==> src/hdl/integral_pid_placeholder.sv <==
// Intentionally minimal: holds nothing used by the design.

==> src/hdl/ipid_pkg.sv <==
// Shared constants, microcode types and the microcode table of the PID position loop.
package ipid_pkg;

  // Default field widths.
  localparam int POSITION_BITS = 24;
  localparam int GAIN_BITS     = 16;

  // Fixed register and output widths.
  localparam int MAXI_W = 31;
  localparam int MAXC_W = 16;
  localparam int CTRL_W = 17;

  // Configuration port geometry.
  localparam int DATA_W = 32;
  localparam int ADDR_W = 5;
  localparam int REGI_W = 3;

  // Register indexes.
  localparam logic [REGI_W-1:0] REG_KP_NUM       = 3'd0;
  localparam logic [REGI_W-1:0] REG_KI_NUM       = 3'd1;
  localparam logic [REGI_W-1:0] REG_KD_NUM       = 3'd2;
  localparam logic [REGI_W-1:0] REG_GAIN_DEN     = 3'd3;
  localparam logic [REGI_W-1:0] REG_MAX_INTEGRAL = 3'd4;
  localparam logic [REGI_W-1:0] REG_MAX_CONTROL  = 3'd5;

  // Microprogram step addresses.
  localparam int STEP_W = 4;
  localparam logic [STEP_W-1:0] STEP_LOAD     = 4'd0;
  localparam logic [STEP_W-1:0] STEP_INTEG    = 4'd1;
  localparam logic [STEP_W-1:0] STEP_MUL_I    = 4'd2;
  localparam logic [STEP_W-1:0] STEP_MUL_P    = 4'd3;
  localparam logic [STEP_W-1:0] STEP_MUL_D    = 4'd4;
  localparam logic [STEP_W-1:0] STEP_ACC_D    = 4'd5;
  localparam logic [STEP_W-1:0] STEP_DIV_INIT = 4'd6;
  localparam logic [STEP_W-1:0] STEP_DIV      = 4'd7;
  localparam logic [STEP_W-1:0] STEP_OUT      = 4'd8;

  // Datapath operation of a step.
  typedef enum logic [2:0] {
    OP_NOP,
    OP_LOAD,
    OP_INTEG,
    OP_DIV_INIT,
    OP_DIV_STEP,
    OP_OUTPUT
  } ipid_op_e;

  // Multiplier operand pair of a step.
  typedef enum logic [1:0] {
    MUL_NONE,
    MUL_I,
    MUL_P,
    MUL_D
  } ipid_mul_e;

  // Accumulator action of a step.
  typedef enum logic [1:0] {
    ACC_HOLD,
    ACC_LOAD,
    ACC_ADD
  } ipid_acc_e;

  // Sequencing of a step: advance, wait for an item, loop on the count, wait for the output.
  typedef enum logic [1:0] {
    COND_NEXT,
    COND_IN,
    COND_CNT,
    COND_OUT
  } ipid_cond_e;

  typedef struct packed {
    ipid_op_e          op;
    ipid_mul_e         mul;
    ipid_acc_e         acc;
    ipid_cond_e        cond;
    logic [STEP_W-1:0] target;
  } ipid_cw_t;

  // The microprogram.
  function automatic ipid_cw_t ipid_ucode(input logic [STEP_W-1:0] step);
    ipid_cw_t cw;
    cw = '{op: OP_NOP, mul: MUL_NONE, acc: ACC_HOLD, cond: COND_NEXT, target: STEP_LOAD};
    case (step)
      STEP_LOAD:     cw = '{OP_LOAD,     MUL_NONE, ACC_HOLD, COND_IN,   STEP_LOAD};
      STEP_INTEG:    cw = '{OP_INTEG,    MUL_NONE, ACC_HOLD, COND_NEXT, STEP_LOAD};
      STEP_MUL_I:    cw = '{OP_NOP,      MUL_I,    ACC_HOLD, COND_NEXT, STEP_LOAD};
      STEP_MUL_P:    cw = '{OP_NOP,      MUL_P,    ACC_LOAD, COND_NEXT, STEP_LOAD};
      STEP_MUL_D:    cw = '{OP_NOP,      MUL_D,    ACC_ADD,  COND_NEXT, STEP_LOAD};
      STEP_ACC_D:    cw = '{OP_NOP,      MUL_NONE, ACC_ADD,  COND_NEXT, STEP_LOAD};
      STEP_DIV_INIT: cw = '{OP_DIV_INIT, MUL_NONE, ACC_HOLD, COND_NEXT, STEP_LOAD};
      STEP_DIV:      cw = '{OP_DIV_STEP, MUL_NONE, ACC_HOLD, COND_CNT,  STEP_DIV};
      STEP_OUT:      cw = '{OP_OUTPUT,   MUL_NONE, ACC_HOLD, COND_OUT,  STEP_LOAD};
      default:       cw = '{OP_NOP,      MUL_NONE, ACC_HOLD, COND_OUT,  STEP_LOAD};
    endcase
    return cw;
  endfunction

endpackage

==> src/hdl/ipid_in_if.sv <==
// Input channel carrying target and measured positions.
interface ipid_in_if #(
  parameter int POS_W = ipid_pkg::POSITION_BITS
);
  logic             valid;
  logic             ready;
  logic [POS_W-1:0] setpoint_pos;
  logic [POS_W-1:0] encoder_pos;

  modport source (output valid, output setpoint_pos, output encoder_pos, input ready);
  modport sink   (input valid, input setpoint_pos, input encoder_pos, output ready);
endinterface

==> src/hdl/ipid_out_if.sv <==
// Output channel carrying the clamped drive value.
interface ipid_out_if;
  logic                              valid;
  logic                              ready;
  logic signed [ipid_pkg::CTRL_W-1:0] control_value;

  modport source (output valid, output control_value, input ready);
  modport sink   (input valid, input control_value, output ready);
endinterface

==> src/hdl/integer_pid_position_loop.sv <==
// Integer PID position loop: a microcoded sequencer over one multiplier and a serial divider.
// An item is accepted at the end of the load step, which captures it, and then moves in order
// through the integral update, three passes through the shared multiplier, the last accumulate,
// divider setup, the restoring divider, which produces one quotient bit per cycle over the full
// sum width, and the output clamp, from which its result enters the output register. The load
// step follows at once, so a new item is taken only after the last one has left the output step.
// The output step waits while an earlier result still sits unread in the output register. That
// register parts the two sides, so a new item is taken while a result still waits to be read.
// Configuration registers sit at byte address 4*i and are to be written only while the loop is
// idle; the user must keep to this, as the block itself does not enforce it.
module integer_pid_position_loop #(
  parameter int POSITION_BITS = ipid_pkg::POSITION_BITS,
  parameter int GAIN_BITS     = ipid_pkg::GAIN_BITS
) (
  input  logic                          clk_i,
  input  logic                          rst_ni,
  ipid_in_if.sink                       in_if,
  ipid_out_if.source                    out_if,
  input  logic                          psel,
  input  logic                          penable,
  input  logic                          pwrite,
  input  logic [ipid_pkg::ADDR_W-1:0]   paddr,
  input  logic [ipid_pkg::DATA_W-1:0]   pwdata,
  output logic [ipid_pkg::DATA_W-1:0]   prdata,
  output logic                          pready
);
  import ipid_pkg::*;

  localparam int OPA_W  = (POSITION_BITS + 1 > 32) ? POSITION_BITS + 1 : 32;
  localparam int PROD_W = OPA_W + GAIN_BITS;
  localparam int ACC_W  = PROD_W + 1;
  localparam int REM_W  = GAIN_BITS + 1;
  localparam int CNT_W  = $clog2(ACC_W);

  // Configuration registers.
  logic signed [GAIN_BITS-1:0] kp_q, ki_q, kd_q;
  logic        [GAIN_BITS-1:0] den_cfg_q;
  logic        [MAXI_W-1:0]    max_int_q;
  logic        [MAXC_W-1:0]    max_ctl_q;

  // Sequencer.
  logic [STEP_W-1:0] step_q, step_d;
  ipid_cw_t          cw;

  // Datapath.
  logic        [POSITION_BITS-1:0] last_pos_q, last_pos_d;
  logic signed [POSITION_BITS:0]   err_q, err_d, delta_q, delta_d;
  logic signed [31:0]              integral_q, integral_d;
  logic signed [PROD_W-1:0]        prod_q, prod_d;
  logic signed [ACC_W-1:0]         acc_q, acc_d;
  logic        [REM_W-1:0]         rem_q, rem_d;
  logic        [GAIN_BITS-1:0]     den_q, den_d;
  logic        [CNT_W-1:0]         cnt_q, cnt_d;
  logic                            neg_q, neg_d;
  logic                            out_valid_q, out_valid_d;
  logic signed [CTRL_W-1:0]        out_value_q, out_value_d;

  logic                            in_accept, out_free, cfg_write;
  logic signed [OPA_W:0]           isum, ilim;
  logic signed [OPA_W-1:0]         mul_a;
  logic signed [GAIN_BITS-1:0]     mul_b;
  logic        [REM_W-1:0]         trial;
  logic                            ge;
  logic        [MAXC_W-1:0]        mag_clamped;
  logic        [CTRL_W-1:0]        mag_ext;
  logic        [CTRL_W-1:0]        out_mag;

  // Configuration port.
  assign pready    = 1'b1;
  assign cfg_write = psel && penable && pwrite;

  always_ff @(posedge clk_i or negedge rst_ni) begin
    if (!rst_ni) begin
      kp_q      <= '0;
      ki_q      <= '0;
      kd_q      <= '0;
      den_cfg_q <= GAIN_BITS'(1);
      max_int_q <= '1;
      max_ctl_q <= '1;
    end else if (cfg_write) begin
      case (paddr[ADDR_W-1:2])
        REG_KP_NUM:       kp_q      <= pwdata[GAIN_BITS-1:0];
        REG_KI_NUM:       ki_q      <= pwdata[GAIN_BITS-1:0];
        REG_KD_NUM:       kd_q      <= pwdata[GAIN_BITS-1:0];
        REG_GAIN_DEN:     den_cfg_q <= pwdata[GAIN_BITS-1:0];
        REG_MAX_INTEGRAL: max_int_q <= pwdata[MAXI_W-1:0];
        REG_MAX_CONTROL:  max_ctl_q <= pwdata[MAXC_W-1:0];
        default: ;
      endcase
    end
  end

  // Register readback.
  always_comb begin
    case (paddr[ADDR_W-1:2])
      REG_KP_NUM:       prdata = DATA_W'(unsigned'(kp_q));
      REG_KI_NUM:       prdata = DATA_W'(unsigned'(ki_q));
      REG_KD_NUM:       prdata = DATA_W'(unsigned'(kd_q));
      REG_GAIN_DEN:     prdata = DATA_W'(den_cfg_q);
      REG_MAX_INTEGRAL: prdata = DATA_W'(max_int_q);
      REG_MAX_CONTROL:  prdata = DATA_W'(max_ctl_q);
      default:          prdata = '0;
    endcase
  end

  // Control word fetch and handshakes.
  assign cw           = ipid_ucode(step_q);
  assign in_if.ready  = (cw.op == OP_LOAD);
  assign in_accept    = in_if.valid && in_if.ready;
  assign out_free     = !out_valid_q || out_if.ready;
  assign out_if.valid = out_valid_q;
  assign out_if.control_value = out_value_q;

  // Next step address.
  always_comb begin
    step_d = step_q;
    case (cw.cond)
      COND_NEXT: step_d = step_q + STEP_W'(1);
      COND_IN:   if (in_accept) step_d = step_q + STEP_W'(1);
      COND_CNT:  step_d = (cnt_q != '0) ? cw.target : step_q + STEP_W'(1);
      COND_OUT:  if (out_free) step_d = cw.target;
      default:   step_d = STEP_LOAD;
    endcase
  end

  // Shared multiplier operand selection.
  always_comb begin
    case (cw.mul)
      MUL_I:   begin mul_a = OPA_W'(integral_q); mul_b = ki_q; end
      MUL_P:   begin mul_a = OPA_W'(err_q);      mul_b = kp_q; end
      MUL_D:   begin mul_a = OPA_W'(delta_q);    mul_b = kd_q; end
      default: begin mul_a = OPA_W'(integral_q); mul_b = ki_q; end
    endcase
    prod_d = (cw.mul == MUL_NONE) ? prod_q : mul_a * mul_b;
  end

  // Integral update with symmetric clamp.
  assign isum = (OPA_W + 1)'(integral_q) + (OPA_W + 1)'(err_q);
  assign ilim = (OPA_W + 1)'(max_int_q);

  // One restoring divide step on the magnitude.
  assign trial = {rem_q[REM_W-2:0], acc_q[ACC_W-1]};
  assign ge    = (trial >= REM_W'(den_q));

  // Output clamp on the quotient magnitude.
  assign mag_clamped = (unsigned'(acc_q) > ACC_W'(max_ctl_q)) ? max_ctl_q : acc_q[MAXC_W-1:0];
  assign mag_ext     = CTRL_W'(mag_clamped);

  // Datapath operations.
  always_comb begin
    last_pos_d  = last_pos_q;
    err_d       = err_q;
    delta_d     = delta_q;
    integral_d  = integral_q;
    acc_d       = acc_q;
    rem_d       = rem_q;
    den_d       = den_q;
    cnt_d       = cnt_q;
    neg_d       = neg_q;
    out_value_d = out_value_q;
    out_valid_d = out_valid_q && !out_if.ready;

    case (cw.op)
      OP_LOAD: begin
        if (in_accept) begin
          err_d      = signed'({1'b0, in_if.encoder_pos}) - signed'({1'b0, in_if.setpoint_pos});
          delta_d    = signed'({1'b0, in_if.encoder_pos}) - signed'({1'b0, last_pos_q});
          last_pos_d = in_if.encoder_pos;
        end
      end
      OP_INTEG: begin
        if (isum > ilim) begin
          integral_d = 32'(ilim);
        end else if (isum < -ilim) begin
          integral_d = 32'(-ilim);
        end else begin
          integral_d = 32'(isum);
        end
      end
      OP_DIV_INIT: begin
        neg_d = acc_q[ACC_W-1];
        acc_d = acc_q[ACC_W-1] ? -acc_q : acc_q;
        rem_d = '0;
        den_d = (den_cfg_q == '0) ? GAIN_BITS'(1) : den_cfg_q;
        cnt_d = CNT_W'(ACC_W - 1);
      end
      OP_DIV_STEP: begin
        rem_d = ge ? trial - REM_W'(den_q) : trial;
        acc_d = {acc_q[ACC_W-2:0], ge};
        cnt_d = cnt_q - CNT_W'(1);
      end
      OP_OUTPUT: begin
        if (out_free) begin
          out_valid_d = 1'b1;
          out_value_d = neg_q ? -signed'(mag_ext) : signed'(mag_ext);
        end
      end
      default: ;
    endcase

    // Accumulation of the product terms.
    case (cw.acc)
      ACC_LOAD: acc_d = ACC_W'(prod_q);
      ACC_ADD:  acc_d = acc_q + ACC_W'(prod_q);
      default:  ;
    endcase
  end

  // Control and loop state.
  always_ff @(posedge clk_i or negedge rst_ni) begin
    if (!rst_ni) begin
      step_q      <= STEP_LOAD;
      out_valid_q <= 1'b0;
      last_pos_q  <= '0;
      integral_q  <= '0;
    end else begin
      step_q      <= step_d;
      out_valid_q <= out_valid_d;
      last_pos_q  <= last_pos_d;
      integral_q  <= integral_d;
    end
  end

  // Payload registers.
  always_ff @(posedge clk_i) begin
    err_q       <= err_d;
    delta_q     <= delta_d;
    prod_q      <= prod_d;
    acc_q       <= acc_d;
    rem_q       <= rem_d;
    den_q       <= den_d;
    cnt_q       <= cnt_d;
    neg_q       <= neg_d;
    out_value_q <= out_value_d;
  end

  assign out_mag = out_value_q[CTRL_W-1] ? -out_value_q : out_value_q;

  // An accepted item always moves on to the integral update.
  a_accept_to_integ: assert property (@(posedge clk_i) disable iff (!rst_ni)
    in_accept |=> step_q == STEP_INTEG)
    else $error("accepted item did not advance to the integral update");

  // The stored integral stays inside its clamp once updated.
  a_integral_bound: assert property (@(posedge clk_i) disable iff (!rst_ni)
    step_q == STEP_MUL_I |-> (integral_q <= signed'({1'b0, max_int_q}))
                          && (integral_q >= -signed'({1'b0, max_int_q})))
    else $error("integral outside its clamp");

  // The divider remainder stays below the divisor.
  a_rem_bound: assert property (@(posedge clk_i) disable iff (!rst_ni)
    step_q == STEP_DIV |-> rem_q < REM_W'(den_q))
    else $error("divider remainder not below divisor");

  // A result appears only from the output step.
  a_out_source: assert property (@(posedge clk_i) disable iff (!rst_ni)
    $rose(out_valid_q) |-> $past(step_q == STEP_OUT))
    else $error("result appeared outside the output step");

  // A delivered drive value respects the drive clamp.
  a_out_bound: assert property (@(posedge clk_i) disable iff (!rst_ni)
    out_valid_q |-> out_mag <= CTRL_W'(max_ctl_q))
    else $error("drive value outside its clamp");

endmodule

==> src/flat_wrapper.sv <==
// flat-port wrapper written by rule: the top's interface ports become plain ports
module integer_pid_position_loop_flat import ipid_pkg::*;
#(
  parameter int POSITION_BITS = ipid_pkg::POSITION_BITS,
  parameter int GAIN_BITS     = ipid_pkg::GAIN_BITS
)
  (clk_i, rst_ni, psel, penable, pwrite, paddr, pwdata, prdata, pready, in_if_valid, in_if_setpoint_pos, in_if_encoder_pos, in_if_ready, out_if_valid, out_if_control_value, out_if_ready);
  ipid_in_if in_if_i ();
  ipid_out_if out_if_i ();
  input  logic clk_i;
  input  logic rst_ni;
  input  logic psel;
  input  logic penable;
  input  logic pwrite;
  input  logic [ipid_pkg::ADDR_W-1:0] paddr;
  input  logic [ipid_pkg::DATA_W-1:0] pwdata;
  output logic [ipid_pkg::DATA_W-1:0] prdata;
  output logic pready;
  input wire logic [$bits(in_if_i.valid)-1:0] in_if_valid;
  input wire logic [$bits(in_if_i.setpoint_pos)-1:0] in_if_setpoint_pos;
  input wire logic [$bits(in_if_i.encoder_pos)-1:0] in_if_encoder_pos;
  output wire logic [$bits(in_if_i.ready)-1:0] in_if_ready;
  output wire logic [$bits(out_if_i.valid)-1:0] out_if_valid;
  output wire logic [$bits(out_if_i.control_value)-1:0] out_if_control_value;
  input wire logic [$bits(out_if_i.ready)-1:0] out_if_ready;
  assign in_if_i.valid = in_if_valid;
  assign in_if_i.setpoint_pos = in_if_setpoint_pos;
  assign in_if_i.encoder_pos = in_if_encoder_pos;
  assign in_if_ready = in_if_i.ready;
  assign out_if_valid = out_if_i.valid;
  assign out_if_control_value = out_if_i.control_value;
  assign out_if_i.ready = out_if_ready;
  integer_pid_position_loop #(.POSITION_BITS(POSITION_BITS), .GAIN_BITS(GAIN_BITS)) u_core (.clk_i(clk_i), .rst_ni(rst_ni), .in_if(in_if_i), .out_if(out_if_i), .psel(psel), .penable(penable), .pwrite(pwrite), .paddr(paddr), .pwdata(pwdata), .prdata(prdata), .pready(pready));
endmodule
==> config.mk <==
export PLATFORM = sky130hd
export DESIGN_NAME = integer_pid_position_loop_flat
export DESIGN_NICKNAME = d
export VERILOG_FILES = /design/src/hdl/integral_pid_placeholder.sv /design/src/hdl/ipid_pkg.sv /design/src/hdl/ipid_in_if.sv /design/src/hdl/ipid_out_if.sv /design/src/hdl/integer_pid_position_loop.sv /design/src/flat_wrapper.sv
export SDC_FILE = /design/constraint.sdc
export NUM_CORES = 2
export LEC_CHECK = 0
export BUFFER_PORTS_ARGS = -buffer_cell sky130_fd_sc_hd__buf_2
export CAP_MARGIN = 20
export CORE_ASPECT_RATIO = 0.7
export CORE_MARGIN = 1
export CORE_UTILIZATION = 35
export CTS_CLUSTER_SIZE = 10
export DETAILED_ROUTE_END_ITERATION = 10
export HOLD_SLACK_MARGIN = 0.05
export SLEW_MARGIN = 20
export SYNTH_ARGS = -nofsm -noshare
export SYNTH_HDL_FRONTEND = slang
export SYNTH_SLANG_ARGS = --single-unit
==> constraint.sdc <==
create_clock -name clk_i -period 11.4 [get_ports clk_i]
set_clock_uncertainty 0.15 [all_clocks]
set_input_delay 2.85 -clock clk_i [delete_from_list [all_inputs] [get_ports clk_i]]
set_output_delay 2.85 -clock clk_i [all_outputs]
set_load 0.01 [all_outputs]
==> out/metrics.yaml <==
syn_area_um2: 45600
drc_errors: 0
routed_via_density: 5.43
clock_latency_ns: 0.63
dieArea_um2: 132000
critical_path.max_stage_delay_ns: 0.73
max_slew_margin: 0.269
synth_cell_types: 91
grt-ovfl-total: 0
core_um2: 129000
ys_warn_count: 0
max_freq_ghz: 0.0996
crit_required_ns: 11.58
wire_per_inst_um: 20.7
finalMaxSlewViolations: 0
status: "finished, final reports clean"
ios: 144
drv_cap: 0
rsz0062_at_grt: "no"
period_share: 0.881
drt_iter0_drc: 3594
antenna_found_initial: 12
grt_max_degree: 92
cp.arrival_ns: 10.22
hold_viol_final: 0
drt-total-wl_um: 144000
critPathMostFrequentCell: "fa_1"
hp-class: "flop to flop"
layout.nets: 6106
synth_edf_count: 203
cts_setup_buffers: 0
end_kind: "flop"
gp_congestion: 0.949
synthArstFlopShare: 0.459
critPathLaunchType: "flop"
fill_cells: 13000
multi_input_area_um2: 31500
root_buffer: "clkbuf_16"
holdWs_ns: 0.357
ys_seq_area_frac: 0.230
final_util: 0.386
critical_path.slowest_cell: "a21oi_1"
ys_seq_elements: 375
register_area_um2: 10500
ys.flop_type: "edfxtp_1"
vias: 37700
ant_nets: 0
post-synth-top-count-cell: "inv_1"
cts_resized: 0
cts.sinks: 375
numCtsBuffers: 45
synthTopCellsByArea: "fa_1 (22%), edfxtp_1 (13%), ha_1 (9.6%)"
yosysTopAreaCell: "fa_1"
start_util: 0.354
setup-violations-final: 0
clk_pin_slew_ns: 0.06
synthTopCellsByCount: "inv_1 (783), nand2_1 (552), fa_1 (491)"
path_class: "flop to flop"
h-tree-depth: 2
rows: 110
clk_path_buf_depth: 3
synth_top_area_frac: 0.216
tightest_slew_ns: 1.10
syn_area_per_cell_um2: 8.90
port_buffers: 138
area_delta_synth_final_pct: 9.13
grt_pass1_wl_um: 225000
grt_use_total: 0.221
syn_inst: 5119
grt_pass1_vias: 36900
syn-num-nets: 6051
drive_above_1_share: 0.0895
path_max_fanout: 25
cts_tree: "done"
dr.pass1.iters: 5
hpwl_um: 116000
tns_ns: 0
period_minus_slack_ns: 10.04
die_w_um: 433
hold_buffers: 0
die_h_um: 304
==> worst paths after layout <==
kind / start / to / slack [ns] / cells past startpoint
worst min-delay path: u_core.den_cfg_q[7]$_DFFE_PN0P_ / u_core.den_q[7]$_SDFFCE_PN0N_ / 0.36 / 0
max in group asynchronous: rst_ni / u_core.out_if.valid$_DFF_PN0_ / 7.87 / 2
worst max-delay path: u_core.step_q[0]$_DFFE_PN0P_ / u_core.prod_q[47]$_DFFE_PP_ / 1.36 / 28
worst max register to register: u_core.step_q[0]$_DFFE_PN0P_ / u_core.prod_q[47]$_DFFE_PP_ / 1.36 / 28
worst min register to register: u_core.den_cfg_q[7]$_DFFE_PN0P_ / u_core.den_q[7]$_SDFFCE_PN0N_ / 0.36 / 0
min in group asynchronous: rst_ni / u_core.last_pos_q[18]$_DFFE_PN0P_ / 2.02 / 1
==> sequential cells by signal (all words and copies together), names as in the netlist <==
signal / count
u_core.step_q: 4
u_core.integral_q: 32
u_core.err_q: 25
u_core.den_cfg_q: 16
u_core.cnt_q: 6
u_core.last_pos_q: 24
u_core.acc_q: 49
u_core.max_ctl_q: 16
u_core.ki_q: 16
u_core.rem_q: 16
u_core.kd_q: 16
u_core.prod_q: 48
u_core.out_if.control_value: 17
u_core.kp_q: 16
u_core.delta_q: 25
u_core.out_if.valid: 1
u_core.neg_q: 1
u_core.max_int_q: 31
u_core.den_q: 16
==> critical path, delay by kind of cell (launching register included) <==
family | cells | cell delay [ns]
buffers and inverters | 6 | 0.97
xor gates and xnor gates | 1 | 0.12
AOI/OAI and AO/OA | 9 | 3.08
and+or+nand+nor | 3 | 0.95
adders and majority gates | 8 | 3.89
DFF | 1 | 0.41
muxes | 1 | 0.20
==> cell usage in the layout (no fill, tap or decap), types with 142 or more instances in the layout <==
| cell | synthesis | final |
|---|---|---|
| a21o_1 | 142 | 142 |
| a21oi_1 | 260 | 250 |
| edfxtp_1 | 203 | 203 |
| fa_1 | 491 | 491 |
| ha_1 | 349 | 348 |
| inv_1 | 783 | 783 |
| nand2_1 | 552 | 551 |
| nor2_1 | 484 | 478 |
| o21ai_0 | 251 | 251 |
| xnor2_1 | 188 | 188 |
==> layout make-up <==
class                           instances  share of cell area
Timing Repair Buffer                  219              0.0266
Clock inverter                          5             0.00121
Clock buffer                           76              0.0260
Inverter                              785              0.0592
Sequential cell                       375               0.210
Multi-Input combinational cell       3748               0.633
Antenna cell                            4            0.000201
Tap cell                             1736              0.0437
==> kinds of logic (layout without fill, tap and decap cells) <==
| family | Yosys count | after routing | synth area share |
|---|---|---|---|
| AOI/OAI and AO/OA | 1069 | 1069 | 0.153 |
| adders and majority gates | 840 | 840 | 0.311 |
| buffers and inverters | 996 | 1085 | 0.0833 |
| and+or+nand+nor | 1435 | 1435 | 0.139 |
| other | 2 | 6 | 0.000165 |
| DFF | 375 | 375 | 0.230 |
| muxes | 154 | 154 | 0.0358 |
| xor gates and xnor gates | 248 | 248 | 0.0477 |
==> metal layers <==
| metal | wire length (µm) | up-vias | GRT usage |
|---|---|---|---|
| li1 | - | 17300 | - |
| met1 | 69900 | 18800 | 0.349 |
| met2 | 55400 | 1527 | 0.293 |
| met3 | 16300 | 153 | 0.0656 |
| met4 | 2050 | 20 | 0.0352 |
| met5 | 144 | - | 0 |
==> metrics by stage <==
step	area, µm²	cells	worst slack [ns]
6_report	49700	6948	1.36
5_1_grt	49700	6945	0.700
4_1_cts	49700	6944	1.49
3_5_place_dp	48300	6863	1.59
3_3_place_gp	48300	6863	1.69
2_1_floorplan	45600	5119	2.97
Power is left out: the tool's default activity adds up to more than one toggle a clock period on the data nets, which glitch-free logic cannot reach.
